`config.mk`:
```
export PLATFORM = sky130hd
export DESIGN_NAME = infix_to_postfix_converter_unit
export DESIGN_NICKNAME = d
export VERILOG_FILES = /design/src/rtl/i2p_pkg.sv /design/src/rtl/infix_to_postfix_converter_unit.sv /design/src/rtl/i2p_front.sv /design/src/rtl/i2p_queue.sv /design/src/rtl/i2p_back.sv
export SDC_FILE = /design/constraint.sdc
export NUM_CORES = 1
export LEC_CHECK = 0
export ABC_AREA = 1
export ABC_CLOCK_PERIOD_IN_PS = 10840
export BUFFER_PORTS_ARGS = -buffer_cell sky130_fd_sc_hd__buf_4
export CORE_MARGIN = 3
export CORE_UTILIZATION = 33
export CTS_CLUSTER_SIZE = 10
export DETAILED_ROUTE_END_ITERATION = 6
export PLACE_DENSITY_LB_ADDON = 0.1
export SLEW_MARGIN = 10
export SYNTH_ARGS = -nofsm -noshare
export SYNTH_HDL_FRONTEND = slang
export SYNTH_SLANG_ARGS = --single-unit
export TNS_END_PERCENT = 5
```
`constraint.sdc`:
```
create_clock -name clk -period 10.84 [get_ports clk]
set_input_delay 1.084 -clock clk [delete_from_list [all_inputs] [get_ports clk]]
set_output_delay 1.084 -clock clk [all_outputs]
set_load 0.02 [all_outputs]
```
`src/rtl/i2p_pkg.sv`:
```
// Shared types, character codes and the precedence table of the infix to postfix converter.
package i2p_pkg;

  localparam int STACK_DEPTH_DEF = 16;
  localparam int QUEUE_DEPTH     = 2;

  localparam logic [7:0] CH_A     = 8'h41;
  localparam logic [7:0] CH_Z     = 8'h5A;
  localparam logic [7:0] CH_P     = 8'h70;  // held form of unary plus
  localparam logic [7:0] CH_M     = 8'h6D;  // held form of unary minus
  localparam logic [7:0] CH_BANG  = 8'h21;
  localparam logic [7:0] CH_AMP   = 8'h26;
  localparam logic [7:0] CH_BAR   = 8'h7C;
  localparam logic [7:0] CH_OPEN  = 8'h28;
  localparam logic [7:0] CH_CLOSE = 8'h29;
  localparam logic [7:0] CH_STAR  = 8'h2A;
  localparam logic [7:0] CH_SLASH = 8'h2F;
  localparam logic [7:0] CH_PLUS  = 8'h2B;
  localparam logic [7:0] CH_MINUS = 8'h2D;
  localparam logic [7:0] CH_GT    = 8'h3E;
  localparam logic [7:0] CH_LT    = 8'h3C;

  localparam logic [2:0] PREC_UNARY = 3'd6;
  localparam logic [2:0] PREC_MUL   = 3'd5;
  localparam logic [2:0] PREC_ADD   = 3'd4;
  localparam logic [2:0] PREC_CMP   = 3'd3;
  localparam logic [2:0] PREC_AND   = 3'd2;
  localparam logic [2:0] PREC_OR    = 3'd1;
  localparam logic [2:0] PREC_NONE  = 3'd0;

  localparam logic [2:0] KIND_CHAR      = 3'd0;
  localparam logic [2:0] KIND_OVERFLOW  = 3'd1;
  localparam logic [2:0] KIND_UNMATCHED = 3'd2;
  localparam logic [2:0] KIND_END       = 3'd3;
  localparam logic [2:0] KIND_BAD       = 3'd4;

  typedef enum logic [2:0] {
    CMD_NONE,
    CMD_OPERAND,
    CMD_BAD,
    CMD_OP,
    CMD_CLOSE
  } cmd_kind_t;

  typedef struct packed {
    cmd_kind_t  kind;
    logic [7:0] ch;
    logic [2:0] prec;
    logic       pops;
    logic       fin;
  } cmd_t;

  function automatic logic [2:0] op_prec(input logic [7:0] c);
    logic [2:0] p;
    unique case (c)
      CH_BANG, CH_P, CH_M: p = PREC_UNARY;
      CH_STAR, CH_SLASH:   p = PREC_MUL;
      CH_PLUS, CH_MINUS:   p = PREC_ADD;
      CH_GT, CH_LT:        p = PREC_CMP;
      CH_AMP:              p = PREC_AND;
      CH_BAR:              p = PREC_OR;
      default:             p = PREC_NONE;
    endcase
    return p;
  endfunction

endpackage

```
`src/rtl/infix_to_postfix_converter_unit.sv`:
```
// Top level of the infix to postfix converter: front end, command queue and stack engine.
// A result passes through the command queue, the stack engine's hold stage and the output register.
// The front end takes a new character while the queue has room and stalls the input when it is full;
// the stack engine pops results from the stack before it takes the next command.
// A final character also pops every result of the remaining stack and then gives the end marker.
// Reset (rst_n low, synchronous) empties the queue, the stack and the output register.
module infix_to_postfix_converter_unit #(
  parameter int STACK_DEPTH = i2p_pkg::STACK_DEPTH_DEF
) (
  input  logic       clk,
  input  logic       rst_n,
  input  logic       in_valid,
  output logic       in_stall,
  input  logic [7:0] in_char,
  input  logic       in_final_char,
  output logic       out_valid,
  input  logic       out_stall,
  output logic [7:0] out_char,
  output logic [2:0] out_kind,
  output logic       out_run_end
);
  import i2p_pkg::*;

  // The front end tracks what came before each character (start, operand or operator)
  // and any half of a doubled logic operator, so it alone decides unary signs and
  // whether a logic character is a push or only a record.
  logic wr_en;
  cmd_t wr_cmd;
  logic q_full;
  logic q_valid;
  logic q_pop;
  cmd_t q_cmd;

  i2p_front u_front (
    .clk           (clk),
    .rst_n         (rst_n),
    .in_valid      (in_valid),
    .in_char       (in_char),
    .in_final_char (in_final_char),
    .q_full        (q_full),
    .in_stall      (in_stall),
    .wr_en         (wr_en),
    .wr_cmd        (wr_cmd)
  );

  // The queue lets the front end keep taking beats while the stack engine pops.
  i2p_queue u_queue (
    .clk      (clk),
    .rst_n    (rst_n),
    .wr_en    (wr_en),
    .wr_cmd   (wr_cmd),
    .rd_en    (q_pop),
    .full     (q_full),
    .rd_valid (q_valid),
    .rd_cmd   (q_cmd)
  );

  // The stack engine keeps each new result in a hold stage until it knows whether
  // another result of the same character follows; that decides the run_end flag.
  i2p_back #(
    .STACK_DEPTH (STACK_DEPTH)
  ) u_back (
    .clk         (clk),
    .rst_n       (rst_n),
    .q_valid     (q_valid),
    .q_cmd       (q_cmd),
    .q_pop       (q_pop),
    .out_valid   (out_valid),
    .out_stall   (out_stall),
    .out_char    (out_char),
    .out_kind    (out_kind),
    .out_run_end (out_run_end)
  );

endmodule

```
`src/rtl/i2p_front.sv`:
```
// Front end: classifies each input character into a command for the stack engine.
module i2p_front (
  input  logic          clk,
  input  logic          rst_n,
  input  logic          in_valid,
  input  logic [7:0]    in_char,
  input  logic          in_final_char,
  input  logic          q_full,
  output logic          in_stall,
  output logic          wr_en,
  output i2p_pkg::cmd_t wr_cmd
);
  import i2p_pkg::*;

  localparam logic [1:0] CLS_START    = 2'd0;
  localparam logic [1:0] CLS_OPERAND  = 2'd1;
  localparam logic [1:0] CLS_OPERATOR = 2'd2;

  logic [1:0] prev_class_r, prev_class_nxt;
  logic [7:0] pending_r, pending_nxt;
  logic [7:0] c_map;
  logic       is_oper;
  logic       is_logic;
  cmd_t       cmd;

  assign in_stall = q_full;
  assign wr_en    = in_valid && !q_full;
  assign wr_cmd   = cmd;

  always_comb begin
    is_oper = (in_char == CH_BANG) || (in_char == CH_STAR) || (in_char == CH_SLASH) ||
              (in_char == CH_PLUS) || (in_char == CH_MINUS) || (in_char == CH_GT) ||
              (in_char == CH_LT) || (in_char == CH_AMP) || (in_char == CH_BAR);
    c_map = in_char;
    if (((in_char == CH_PLUS) || (in_char == CH_MINUS)) && (prev_class_r != CLS_OPERAND)) begin
      c_map = (in_char == CH_PLUS) ? CH_P : CH_M;
    end
    is_logic = (c_map == CH_AMP) || (c_map == CH_BAR);
  end

  always_comb begin
    cmd            = '0;
    cmd.kind       = CMD_BAD;
    cmd.fin        = in_final_char;
    prev_class_nxt = prev_class_r;
    pending_nxt    = pending_r;
    priority if ((in_char >= CH_A) && (in_char <= CH_Z)) begin
      cmd.kind       = CMD_OPERAND;
      cmd.ch         = in_char;
      prev_class_nxt = CLS_OPERAND;
    end else if (in_char == CH_OPEN) begin
      cmd.kind       = CMD_OP;
      cmd.ch         = CH_OPEN;
      cmd.prec       = PREC_NONE;
      cmd.pops       = 1'b0;
      prev_class_nxt = CLS_OPERATOR;
    end else if (in_char == CH_CLOSE) begin
      cmd.kind       = CMD_CLOSE;
      prev_class_nxt = CLS_OPERAND;
    end else if (is_oper) begin
      if (is_logic && (c_map != pending_r)) begin
        cmd.kind    = CMD_NONE;
        pending_nxt = c_map;
      end else begin
        cmd.kind = CMD_OP;
        cmd.ch   = c_map;
        cmd.prec = op_prec(c_map);
        cmd.pops = (op_prec(c_map) < PREC_UNARY);
        if (is_logic) begin
          pending_nxt = '0;
        end
      end
      prev_class_nxt = CLS_OPERATOR;
    end else begin
      cmd.kind = CMD_BAD;
    end
    if (in_final_char) begin
      pending_nxt    = '0;
      prev_class_nxt = CLS_START;
    end
  end

  always_ff @(posedge clk) begin
    if (!rst_n) begin
      prev_class_r <= CLS_START;
      pending_r    <= '0;
    end else if (wr_en) begin
      prev_class_r <= prev_class_nxt;
      pending_r    <= pending_nxt;
    end
  end

endmodule

```
`src/rtl/i2p_queue.sv`:
```
// Small command queue between the front end and the stack engine.
module i2p_queue (
  input  logic          clk,
  input  logic          rst_n,
  input  logic          wr_en,
  input  i2p_pkg::cmd_t wr_cmd,
  input  logic          rd_en,
  output logic          full,
  output logic          rd_valid,
  output i2p_pkg::cmd_t rd_cmd
);
  import i2p_pkg::*;

  localparam int PW = (QUEUE_DEPTH > 1) ? $clog2(QUEUE_DEPTH) : 1;
  localparam int CW = $clog2(QUEUE_DEPTH + 1);

  cmd_t          mem_r [QUEUE_DEPTH];
  logic [PW-1:0] wr_ptr_r, rd_ptr_r;
  logic [CW-1:0] cnt_r, cnt_nxt;
  logic          do_wr, do_rd;

  assign full     = (cnt_r == CW'(QUEUE_DEPTH));
  assign rd_valid = (cnt_r != '0);
  assign rd_cmd   = mem_r[rd_ptr_r];
  assign do_wr    = wr_en && !full;
  assign do_rd    = rd_en && rd_valid;

  always_comb begin
    cnt_nxt = cnt_r;
    if (do_wr && !do_rd) begin
      cnt_nxt = cnt_r + CW'(1);
    end else if (do_rd && !do_wr) begin
      cnt_nxt = cnt_r - CW'(1);
    end
  end

  always_ff @(posedge clk) begin
    if (!rst_n) begin
      wr_ptr_r <= '0;
      rd_ptr_r <= '0;
      cnt_r    <= '0;
    end else begin
      cnt_r <= cnt_nxt;
      if (do_wr) begin
        wr_ptr_r <= (wr_ptr_r == PW'(QUEUE_DEPTH - 1)) ? '0 : wr_ptr_r + PW'(1);
      end
      if (do_rd) begin
        rd_ptr_r <= (rd_ptr_r == PW'(QUEUE_DEPTH - 1)) ? '0 : rd_ptr_r + PW'(1);
      end
    end
  end

  always_ff @(posedge clk) begin
    if (do_wr) begin
      mem_r[wr_ptr_r] <= wr_cmd;
    end
  end

endmodule

```
`src/rtl/i2p_back.sv`:
```
// Back end: operator stack sequencer with a one-result hold stage and the output register.
module i2p_back #(
  parameter int STACK_DEPTH = i2p_pkg::STACK_DEPTH_DEF
) (
  input  logic          clk,
  input  logic          rst_n,
  input  logic          q_valid,
  input  i2p_pkg::cmd_t q_cmd,
  output logic          q_pop,
  output logic          out_valid,
  input  logic          out_stall,
  output logic [7:0]    out_char,
  output logic [2:0]    out_kind,
  output logic          out_run_end
);
  import i2p_pkg::*;

  localparam int CW = $clog2(STACK_DEPTH + 1);
  localparam int IW = $clog2(STACK_DEPTH);

  typedef enum logic [7:0] {
    S_IDLE   = 8'b0000_0001,
    S_EMIT1  = 8'b0000_0010,
    S_POP    = 8'b0000_0100,
    S_PUSH   = 8'b0000_1000,
    S_CLOSE  = 8'b0001_0000,
    S_SECOND = 8'b0010_0000,
    S_FLUSH  = 8'b0100_0000,
    S_DONE   = 8'b1000_0000
  } state_t;

  state_t        state_r, state_nxt, ret_r, ret_nxt;
  cmd_t          cmd_r, cmd_nxt;
  logic [7:0]    stack_r [STACK_DEPTH];
  logic [CW-1:0] count_r, count_nxt, count_m1;
  logic [IW-1:0] top_idx;
  logic [7:0]    top;
  logic [2:0]    top_prec;
  logic [7:0]    second_r, second_nxt;
  logic [7:0]    pe_ch;
  logic [2:0]    pe_kind;
  logic          pe_double;
  logic          push;
  logic          emit, emit_ok, finish, out_free, move;
  logic [7:0]    emit_ch;
  logic [2:0]    emit_kind;
  logic          hold_valid_r;
  logic [7:0]    hold_ch_r;
  logic [2:0]    hold_kind_r;
  logic          out_valid_r, out_run_end_r;
  logic [7:0]    out_char_r;
  logic [2:0]    out_kind_r;
  state_t        after_cmd;

  assign count_m1 = count_r - CW'(1);
  assign top_idx  = count_m1[IW-1:0];
  assign top      = stack_r[top_idx];
  assign top_prec = op_prec(top);
  assign after_cmd = cmd_r.fin ? S_FLUSH : S_DONE;

  // Output mapping of a popped entry.
  always_comb begin
    pe_ch     = top;
    pe_kind   = KIND_CHAR;
    pe_double = 1'b0;
    priority if ((top == CH_AMP) || (top == CH_BAR)) begin
      pe_double = 1'b1;
    end else if (top == CH_P) begin
      pe_ch = CH_PLUS;
    end else if (top == CH_M) begin
      pe_ch = CH_MINUS;
    end else if (top == CH_OPEN) begin
      pe_ch   = '0;
      pe_kind = KIND_UNMATCHED;
    end else begin
      pe_ch = top;
    end
  end

  assign out_free = !out_valid_r || !out_stall;
  assign emit_ok  = !hold_valid_r || out_free;

  always_comb begin
    state_nxt  = state_r;
    ret_nxt    = ret_r;
    cmd_nxt    = cmd_r;
    count_nxt  = count_r;
    second_nxt = second_r;
    q_pop      = 1'b0;
    push       = 1'b0;
    emit       = 1'b0;
    emit_ch    = '0;
    emit_kind  = KIND_CHAR;
    finish     = 1'b0;
    unique case (state_r)
      S_IDLE: begin
        if (q_valid) begin
          q_pop   = 1'b1;
          cmd_nxt = q_cmd;
          unique case (q_cmd.kind)
            CMD_OPERAND, CMD_BAD: state_nxt = S_EMIT1;
            CMD_OP:               state_nxt = S_POP;
            CMD_CLOSE:            state_nxt = S_CLOSE;
            default:              state_nxt = q_cmd.fin ? S_FLUSH : S_DONE;
          endcase
        end
      end
      S_EMIT1: begin
        emit = 1'b1;
        if (cmd_r.kind == CMD_OPERAND) begin
          emit_ch = cmd_r.ch;
        end else begin
          emit_kind = KIND_BAD;
        end
        if (emit_ok) begin
          state_nxt = after_cmd;
        end
      end
      S_POP: begin
        if (cmd_r.pops && (count_r != '0) && (cmd_r.prec <= top_prec)) begin
          emit      = 1'b1;
          emit_ch   = pe_ch;
          emit_kind = pe_kind;
          if (emit_ok) begin
            count_nxt = count_m1;
            if (pe_double) begin
              second_nxt = top;
              ret_nxt    = S_POP;
              state_nxt  = S_SECOND;
            end
          end
        end else begin
          state_nxt = S_PUSH;
        end
      end
      S_PUSH: begin
        if (count_r == CW'(STACK_DEPTH)) begin
          emit      = 1'b1;
          emit_kind = KIND_OVERFLOW;
          if (emit_ok) begin
            state_nxt = after_cmd;
          end
        end else begin
          push      = 1'b1;
          count_nxt = count_r + CW'(1);
          state_nxt = after_cmd;
        end
      end
      S_CLOSE: begin
        if (count_r == '0) begin
          emit      = 1'b1;
          emit_kind = KIND_UNMATCHED;
          if (emit_ok) begin
            state_nxt = after_cmd;
          end
        end else if (top == CH_OPEN) begin
          count_nxt = count_m1;
          state_nxt = after_cmd;
        end else begin
          emit      = 1'b1;
          emit_ch   = pe_ch;
          emit_kind = pe_kind;
          if (emit_ok) begin
            count_nxt = count_m1;
            if (pe_double) begin
              second_nxt = top;
              ret_nxt    = S_CLOSE;
              state_nxt  = S_SECOND;
            end
          end
        end
      end
      S_SECOND: begin
        emit    = 1'b1;
        emit_ch = second_r;
        if (emit_ok) begin
          state_nxt = ret_r;
        end
      end
      S_FLUSH: begin
        emit = 1'b1;
        if (count_r != '0) begin
          emit_ch   = pe_ch;
          emit_kind = pe_kind;
          if (emit_ok) begin
            count_nxt = count_m1;
            if (pe_double) begin
              second_nxt = top;
              ret_nxt    = S_FLUSH;
              state_nxt  = S_SECOND;
            end
          end
        end else begin
          emit_kind = KIND_END;
          if (emit_ok) begin
            state_nxt = S_DONE;
          end
        end
      end
      S_DONE: begin
        finish = hold_valid_r;
        if (!hold_valid_r || out_free) begin
          state_nxt = S_IDLE;
        end
      end
      default: state_nxt = S_IDLE;
    endcase
  end

  // The held result moves on when a newer one arrives (not last) or the command ends (last).
  assign move = (emit && emit_ok && hold_valid_r) || (finish && out_free);

  always_ff @(posedge clk) begin
    if (!rst_n) begin
      state_r      <= S_IDLE;
      ret_r        <= S_IDLE;
      count_r      <= '0;
      hold_valid_r <= 1'b0;
      out_valid_r  <= 1'b0;
    end else begin
      state_r <= state_nxt;
      ret_r   <= ret_nxt;
      count_r <= count_nxt;
      if (emit && emit_ok) begin
        hold_valid_r <= 1'b1;
      end else if (finish && out_free) begin
        hold_valid_r <= 1'b0;
      end
      if (move) begin
        out_valid_r <= 1'b1;
      end else if (!out_stall) begin
        out_valid_r <= 1'b0;
      end
    end
  end

  always_ff @(posedge clk) begin
    cmd_r    <= cmd_nxt;
    second_r <= second_nxt;
    if (push) begin
      stack_r[count_r[IW-1:0]] <= cmd_r.ch;
    end
    if (emit && emit_ok) begin
      hold_ch_r   <= emit_ch;
      hold_kind_r <= emit_kind;
    end
    if (move) begin
      out_char_r    <= hold_ch_r;
      out_kind_r    <= hold_kind_r;
      out_run_end_r <= finish;
    end
  end

  assign out_valid   = out_valid_r;
  assign out_char    = out_char_r;
  assign out_kind    = out_kind_r;
  assign out_run_end = out_run_end_r;

endmodule

```
==> out/results.ini <==
[worst_setup_path]
crit_arrival_ns = 5.31
crit_path_max_fanout = 72
end_kind = flop
reg2reg_from = u_back.count_r[0]$_SDFFE_PN0P_
cp-start-kind = flop
rr_worst_depth = 24
r2r_end = u_back.out_char[4]$_DFFE_PP_
required_ns = 11.02
worstSetupPathType = reg -> reg
r2r_slack_ns = 5.71

[floorplan]
die_h_um = 191
rows = 66
fp.dieW_um = 191
io_pins = 27
die_area_um2 = 36300
core-area_um2 = 33000
start_util_pct = 34.1

[synth]
synth-compound-area-share_pct = 5.74
synth.distinct_cells = 55
synth_fa_ha_area_share_pct = 1.00
seq_area_frac_synth_pct = 61.3
synth-seq-cells = 241
synth_edf_count = 207
synthSimpleGateAreaFrac_pct = 24.4
synth-xor-area-share_pct = 0.623
muxShareOfSynthArea_pct = 1.30
syn_avg_cell_area_um2 = 10.2
synth_cells = 1106
synth_top_family_by_area = simple AND/OR/NAND/NOR gates
synth-async-reset-ratio_pct = 0
synth_ff_type = edfxtp_1
syn_area_um2 = 11200
synth_warnings = 0

[cells_and_area]
utilization_pct = 38.3
final_area_um2 = 12700
final_cell_mix = 271 x nand2_1, 207 x edfxtp_1, 136 x nand3_1
antenna_cells = 0
nFillCells = 3347
finalNetCount = 1160
final-instance-count-excl-fill = 1594
drive_above_1_share_pct = 13.8
area_delta_synth_final_pct = 12.6
final_common_cell = nand2_1

[cts]
cts_sinks = 241
root_buffer = clkbuf_16
cts.hold.buffers_added = 0
insertion_delay_ns = 0.54
path_clk_slew_ns = 0.06
tritoncts = done
h-tree-depth = 1
post-cts-setup-buffers = 0
cts_made_buffers = 29
cts_resized = 0
cts_buffer_depth = 3

[drt]
drt_iter0_markers = 592
finalWirelength_um = 28200
ant_nets = 0
drc_errors = 0
num_vias = 7768
dr.pass1.iters = 5
avgRoutedWirePerCell_um = 17.7
via_per_inst = 4.87

[placed_design]
gp_congestion = 0.823
place_inst = 1549
io_buffers = 26
place_area_um2 = 11800
dp_hpwl_um = 18900

[sta]
rsz0062_at_grt = false
skew_ns = 0.0126
setup_viol = 0
worst_slew_pin_slew_ns = 0.910
max_slew_margin_pct = 39.3
period_minus_slack_ns = 5.13
hold_violations = 0
drv_slew = 0
holdWs_ns = 0.420
setup_tns_ns = 0
fmax_mhz = 195
post-route-period-util_pct = 47.3

[pwr]
powerDensity_nw_per_um2 = 235
ir_drop_uv = 127
p_leak_nw = 4.85

[worst_hold_path]
hp-start = u_back.hold_ch_r[4]$_DFFE_PP_
hp-class = reg -> reg
worstHoldEndpoint = u_back.out_char[4]$_DFFE_PP_
whs_path_depth = 0

[grt]
antenna_found_initial = 1
overflow = 0
grt_max_degree = 73
grtUsageTotal_pct = 15.6
grt_pass1_vias = 7650
grt_first_pass_wirelength_um = 44400

[run]
maxCapViolCount = 0

[status]
status = completed

[critical path, cell delays in order, from the launching register on]
cell and delay (ns):
dfxtp_2 0.33, inv_4 0.55, ha_1 0.38, inv_2 0.49, nand3_1 0.17, nand3_1 0.14
nand2_1 0.06, nand2_1 0.09, nand2_2 0.14, nor2_1 0.16, nand3_1 0.09, nor3_2 0.22
a21oi_1 0.14, nand2_1 0.11, nor2_1 0.05, ha_1 0.30, a21oi_1 0.14, o21ai_0 0.08
nand2_1 0.06, nand3_1 0.08, nor2_1 0.15, nor4_1 0.07, o21ai_1 0.09, nand2_1 0.13
o21ai_2 0.52
[through the flow]
step | setup WS [ns] | total power [W]
floorplan | 6.67 | 0.00185
global placement | 5.69 | 0.00213
detailed placement | 5.66 | 0.00213
CTS | 5.62 | 0.00302
global route | 5.25 | 0.00316
finish | 5.71 | 0.00298
[sequential cells by signal, summed over array words and instances, names as in the netlist, 4 cells and up, named ones only]
| name | flops |
|---|---|
| u_back.stack_r | 128 |
| u_queue.mem_r | 32 |
| u_back.cmd_r | 16 |
| u_back.hold_ch_r | 8 |
| u_back.out_char | 8 |
| u_back.second_r | 8 |
| u_back.state_r | 8 |
| u_front.pending_r | 8 |
| u_back.count_r | 5 |
| u_back.ret_r | 4 |
[logic make-up after synthesis]
kind of cell | after synthesis
xor gates and xnor gates | 8
buffers and inverters | 136
DFF | 241
adders and majority gates | 9
AOI/OAI and AO/OA | 104
other | 1
and+or+nand+nor | 594
muxes | 13
[worst max path at each step]
stage / from / endpoint / cells after the start
finish: u_back.count_r[0]$_SDFFE_PN0P_ / u_back.out_char[4]$_DFFE_PP_ / 24
floorplan: u_back.count_r[0]$_SDFFE_PN0P_ / u_back.out_char[0]$_DFFE_PP_ / 29
CTS: u_back.count_r[0]$_SDFFE_PN0P_ / u_back.out_char[1]$_DFFE_PP_ / 24
global placement: u_back.count_r[0]$_SDFFE_PN0P_ / u_back.out_char[1]$_DFFE_PP_ / 24
global route: u_back.count_r[0]$_SDFFE_PN0P_ / u_back.out_char[0]$_DFFE_PP_ / 24
detailed placement: u_back.count_r[0]$_SDFFE_PN0P_ / u_back.out_char[1]$_DFFE_PP_ / 24
[report_power, final]
group	total (W)	internal, W	switching [W]	leakage [nW]
clock network	0.000874	0.000516	0.000358	0.404
logic	0.000809	0.000227	0.000582	2.27
registers	0.00129	0.00118	0.000115	2.18
[routing by layer]
layer | wire [um] | vias up | GRT usage, %
met5 | 0 | - | 0
met4 | 512 | 0 | 3.44
met3 | 1210 | 40 | 2.00
met2 | 12700 | 162 | 24.7
met1 | 13700 | 3706 | 23.0
li1 | - | 3860 | -
[cell type report]
class / count / area, um^2 / area share, %
multi-input combinational: 730 / 3730 / 29.4
timing repair buffer: 35 / 263 / 2.07
tap: 442 / 553 / 4.37
inverter: 101 / 389 / 3.07
sequential: 241 / 6900 / 54.5
clock buffer: 41 / 781 / 6.16
clock inverter: 4 / 52.6 / 0.415
[Yosys cell counts, drive strengths merged, types with 8 or more instances]
master	number	area [um^2]
nand4	12	87.6
nor3	15	90.1
nand3	146	781
nand2	297	1210
buf	29	219
mux2	13	146
dfxtp	34	681
a21oi	24	131
inv	100	385
edfxtp	207	6220
nor2	109	453
ha	9	113
o21ai	55	298
nor4	8	71.3
Power figures use the tool's default switching activity.
